[src/rtl/core/mtf_queue.sv]
// Two-entry queue between the front and back ends.
// No dependencies.
module mtf_queue #(
	parameter int W = 8
) (
	input  logic         clk,
	input  logic         arst_n,
	input  logic         in_valid,
	output logic         in_ready,
	input  logic [W-1:0] in_data,
	output logic         out_valid,
	input  logic         out_ready,
	output logic [W-1:0] out_data
);

	logic [W-1:0] data_q [2];
	logic         wr_ptr_q, rd_ptr_q;
	logic [1:0]   count_q;
	logic         push, pop;

	assign in_ready  = (count_q != 2'd2);
	assign out_valid = (count_q != 2'd0);
	assign out_data  = data_q[rd_ptr_q];
	assign push      = in_valid && in_ready;
	assign pop       = out_valid && out_ready;

	always_ff @(posedge clk or negedge arst_n) begin
		if (!arst_n) begin
			wr_ptr_q <= 1'b0;
			rd_ptr_q <= 1'b0;
			count_q  <= 2'd0;
		end else begin
			if (push)
				wr_ptr_q <= !wr_ptr_q;
			if (pop)
				rd_ptr_q <= !rd_ptr_q;
			count_q <= count_q + {1'b0, push} - {1'b0, pop};
		end
	end

	always_ff @(posedge clk) begin
		if (push)
			data_q[wr_ptr_q] <= in_data;
	end

endmodule

[config.mk]
export PLATFORM = sky130hd
export DESIGN_NAME = mtf_queue
export DESIGN_NICKNAME = d
export VERILOG_FILES = /design/src/rtl/core/mtf_queue.sv
export SDC_FILE = /design/constraint.sdc
export NUM_CORES = 1
export LEC_CHECK = 0
export BUFFER_PORTS_ARGS = -buffer_cell sky130_fd_sc_hd__buf_2
export CORE_MARGIN = 1
export CORE_UTILIZATION = 30
export CTS_BUF_LIST = sky130_fd_sc_hd__clkbuf_4 sky130_fd_sc_hd__clkbuf_8
export CTS_CLUSTER_DIAMETER = 120
export CTS_CLUSTER_SIZE = 12
export DETAILED_ROUTE_END_ITERATION = 6
export PLACE_DENSITY = 0.48
export SLEW_MARGIN = 0
export SYNTH_ARGS = -nofsm -noshare
export SYNTH_HDL_FRONTEND = slang
export SYNTH_SLANG_ARGS = --single-unit
[constraint.sdc]
create_clock -name clk -period 1.8 [get_ports clk]
set_input_delay 0.18 -clock clk [delete_from_list [all_inputs] [get_ports clk]]
set_output_delay 0.18 -clock clk [all_outputs]
set_load 0.005 [all_outputs]
Yosys cells after proc, flatten, opt, wreduce, memory -nomap -nowiden. Memory sizes are Yosys's and may differ from the RTL's. Cells that the tools add are included. Widths: inputs -> output; s select.

Memories kept: 1. Input bits: 12. Output and inout port bits: 10. Bits in registers: 4. RAM bits: 16.

Memory list: data_q (depth 2, width 8, read ports 1, clocked after memory_dff 0, write ports 1, line 16) `logic [W-1:0] data_q [2];`.

Eq/ne operators: 1. Add/sub/neg operators: 2. Multiplexer cells: 2. Reduce and logical (&&, ||, !) cells: 5.

Operators with widths (number): $add 2x1->2 (1); $logic_and 1x1->1 (2); $logic_not 1->1 (2); $mux 1 (2); $ne 2x2->1 const B (1); $reduce_bool 2->1 (1); $sub 2x1->2 (1).

Depth between registers and ports, before layout.
Depth in word-level cells: 4. Gate-level depth with buffers: 5.

Worst setup path after synthesis. OpenSTA, ideal clock, no wires.

Kind: reg2reg. Start point: register count_q[0]. End point: memory data_q[0][0] (enable). Cell stages (with the launch flop): 4. Library setup time: 0.370 ns. Arrival: 1.024 ns. Buffers on the path: 0. Data required time: 1.430 ns. Setup slack: 0.406 ns. Cells stage by stage: dfrtp_1 > nand2b_1 > nand2_1 > nor2_1.

Longest elaborated chain between the ends: 4.

Ends and longest elaborated chain: start, declared (line 18) `logic [1:0] count_q;`; start signal, assigned (line 37) `count_q <= count_q + {1'b0, push} - {1'b0, pop};`; $ne 2x2->1 (line 21) `assign in_ready = (count_q != 2'd2);`; named net in_ready (line 9) `output logic in_ready,`; $logic_and 1x1->1 (line 24) `assign push = in_valid && in_ready;`; $mux 1 (line 42) `if (push)`; $mux 1 (implied by the code) (line 43) `data_q[wr_ptr_q] <= in_data;`; end, declared (line 16).

The timed path passes the listed nets, and every way through them passes these cells.

Worst setup path in the final report.
Start point: register rd_ptr_q. End point: output port out_data[5].

Longest elaborated chain between the ends: 1.

Ends and longest elaborated chain: start, declared (line 17) `logic wr_ptr_q, rd_ptr_q;`; start signal, assigned (line 36) `rd_ptr_q <= !rd_ptr_q;`; $mem_v2 2x8; end, declared (line 13) `output logic [W-1:0] out_data`.

No other way between the ends.

==> reports/results.txt <==
Slew HR - 73.3%
Worst path cell trace - mux2_2 > buf_2
DRC Markers - 0
Layout Nets - 88
GP Congestion - 0.660
#FFs+latches synth - 20
Placement-stage cell area - 962 sq um
Worst Hold Class - primary input to register
VDD IR max - 0.708 mV
Psw - 0.417 mW
Fin area - 998 sq um
CP Class - register to output port
Power Density - 1420 nW/um^2
FMAX - 627 MHz
Worst-path clk slew - 0.11 ns
Tmin final - 1.59 ns
Least-Margin Pin Slew - 0.401 ns
Part of the power in the clock network - 14.5%
Initial antenna violation count - 0
Global-route usage over all layers - 9.89%
CTS Buf Count - 3
Mapped Area - 810 sq um
Clk_skew - 0.0118 ns
Crit path DAT - 1.41 ns
Delay of the slowest cell on the worst path - 0.60 ns
Starting Density - 32.1%
Fin cells - 104
CP startpoint kind - register
Hpwl dp - 918 um
Antenna diodes - 0
Pre-CTS setup slack - 0.424 ns
Crit path max-delay family - flip-flops
Clock sinks - 20
CTS H-tree depth - 1
Final hold vios - 0
Filler Cells Inserted - 253
I/O Buffers - 21
DRT Pass-1 Iters - 2
Reg area - 581 sq um
Routed len/inst - 11.9 um
Final setup fails - 0
Syn Nets - 60
DRT iter0 DRCs - 1
Pleak - 0.395 nW
Site Rows - 18
Status - finished, final reports clean
Ranking of synthesized cells by area - edfxtp_1 (59%), dfrtp_1 (12%), mux2_2 (11%)
Final period utilization - 88.5%
WP data required - 1.62 ns
Max Cap Viol - 0
Share of post-route cells with drive strength above 1 - 48.6%
Top cell type's share of synthesized area - 59.4%
Post-Synthesis Cells - 47
Count of cell types in the netlist - 17
Placed Instances - 99
Core area - 2520 sq um
Area leader, netlist - edfxtp_1
Final worst slack - 0.206 ns
Buf/Inv on CP - 1
RSZ-0062 raised after global routing - no
Slew Viols, Final - 0
Vias in the first global route - 423
Largest net degree at the start of global routing - 12
Area Growth Syn to Fin - 23.3%
Die Wd - 53.9 um
Seq/Total Area, Yosys - 71.7%
Sw Ratio - 29.3%
CTS tree - done
Number of vias per cell - 4.40
Comb pwr share - 32.8%
Slowest-stage cell, CP - dfrtp_1
Area of the multi-input gates - 224 sq um
Detail Route Antenna Nets - 0
# IOs - 22
Int Pwr - 1.00 mW
YS warnings - 0
Syn avg cell area - 17.2 sq um
WHS - 0.0687 ns
Setup TNS - 0 ns
Max FO, Critical Path - 9
Die Ht - 53.9 um
DIE AREA - 2910 sq um
Share of total power in sequential cells - 52.7%
Post-CTS Setup Inserts - 0
Total Routed Length - 1230 um
Critical path capture point type - output port
GR Overflow Total - 0
Worst-Skew Late Latency - 0.29 ns
Root buffer cell - clkbuf_4
Vias - 458
Clk buf depth - 2
First-pass GRT wire length - 1930 um
[area by class of cell]
cell class / count / share of cell area (%)
clock inverters: 1 / 0.376
flip-flops and latches: 20 / 58.1
multi-input cells: 26 / 22.4
clock buffers: 3 / 2.26
well taps: 30 / 3.76
repair buffers: 24 / 13.0
[logic make-up after synthesis]
logic type | share of synthesized area (%)
DFF | 71.7
AOI/OAI and AO/OA | 3.71
muxes | 11.1
and+or+nand+nor | 8.04
adders and majority gates | 1.55
xor gates and xnor gates | 3.25
buffers and inverters | 0.618
[final timing paths]
check	from	end	slack, ns	depth (start not counted)
setup / recovery	rd_ptr_q	out_data[5]	0.21	2
hold / removal	in_data[6]	data_q[0][6]	0.07	1
setup reg to reg	count_q[0]	data_q[1][3]	0.43	2
hold reg to reg	wr_ptr_q	wr_ptr_q	0.50	1
max in group asynchronous	arst_n	count_q[0]	1.47	2
min in group asynchronous	arst_n	rd_ptr_q	0.20	2
[layout by cell type (no fill, tap or decap), drive strengths merged]
master       Yosys  layout
edfxtp          16      16
nor2b            1       1
nand3            1       1
or2              1       1
clkbuf           0       3
nand2b           1       1
nor4bb           1       1
and3             1       1
xnor2            3       3
o21ba            1       1
o21ai            1       1
dlygate4sd3      0       1
nand2            2       2
a311oi           1       1
ha               1       1
clkinv           0       1
dfrtp            4       4
mux2             8       8
nor2             3       3
buf              1      23
[cells in the mapped netlist]
cell type and number:
o21ai_0 1, and3_1 1, ha_1 1, xnor2_1 3
nor2_1 3, nand2_1 2, nor2b_1 1, nand2b_1 1
edfxtp_1 16, or2_1 1, o21ba_1 1, mux2_2 8
nand3_1 1, nor4bb_2 1, a311oi_2 1, dfrtp_1 4
buf_2 1
[sequential cells by signal, summed over array words and instances (netlist names)]
signal,count
data_q,16
count_q,2
rd_ptr_q,1
wr_ptr_q,1
[worst register-to-register path, stage by stage, from the launching register on]
cell and delay (ns):
dfrtp_1 0.45, nand2b_1 0.17, and3_1 0.42
[metal layers]
metal	track usage (%)	share of wire (%)
met1	11.7	45
met3	5.08	6.2
met4	2.63	0
met2	15.6	49
met5	0	0
[repair_timing]
item,CTS,global route
endpoints found under the hold margin,4,0
gates resized for setup,0,0
hold buffers,1,0
[stage by stage]
stage / total power [mW] / util, %
floorplan: 1.04 / -
global placement: 1.23 / 38.1
detailed placement: 1.23 / 38.1
CTS: 1.45 / 39.6
global route: 1.53 / 39.6
finish: 1.42 / 39.6
[power groups by stage]
stage / combinational, mW / sequential [mW] / clock (mW)
4_1_cts: 0.478 / 0.752 / 0.216
3_5_place_dp: 0.472 / 0.762 / 0
3_3_place_gp: 0.470 / 0.761 / 0
2_1_floorplan: 0.336 / 0.704 / 0
6_report: 0.466 / 0.748 / 0.206
5_1_grt: 0.526 / 0.772 / 0.232
Power figures use the tool's default switching activity.
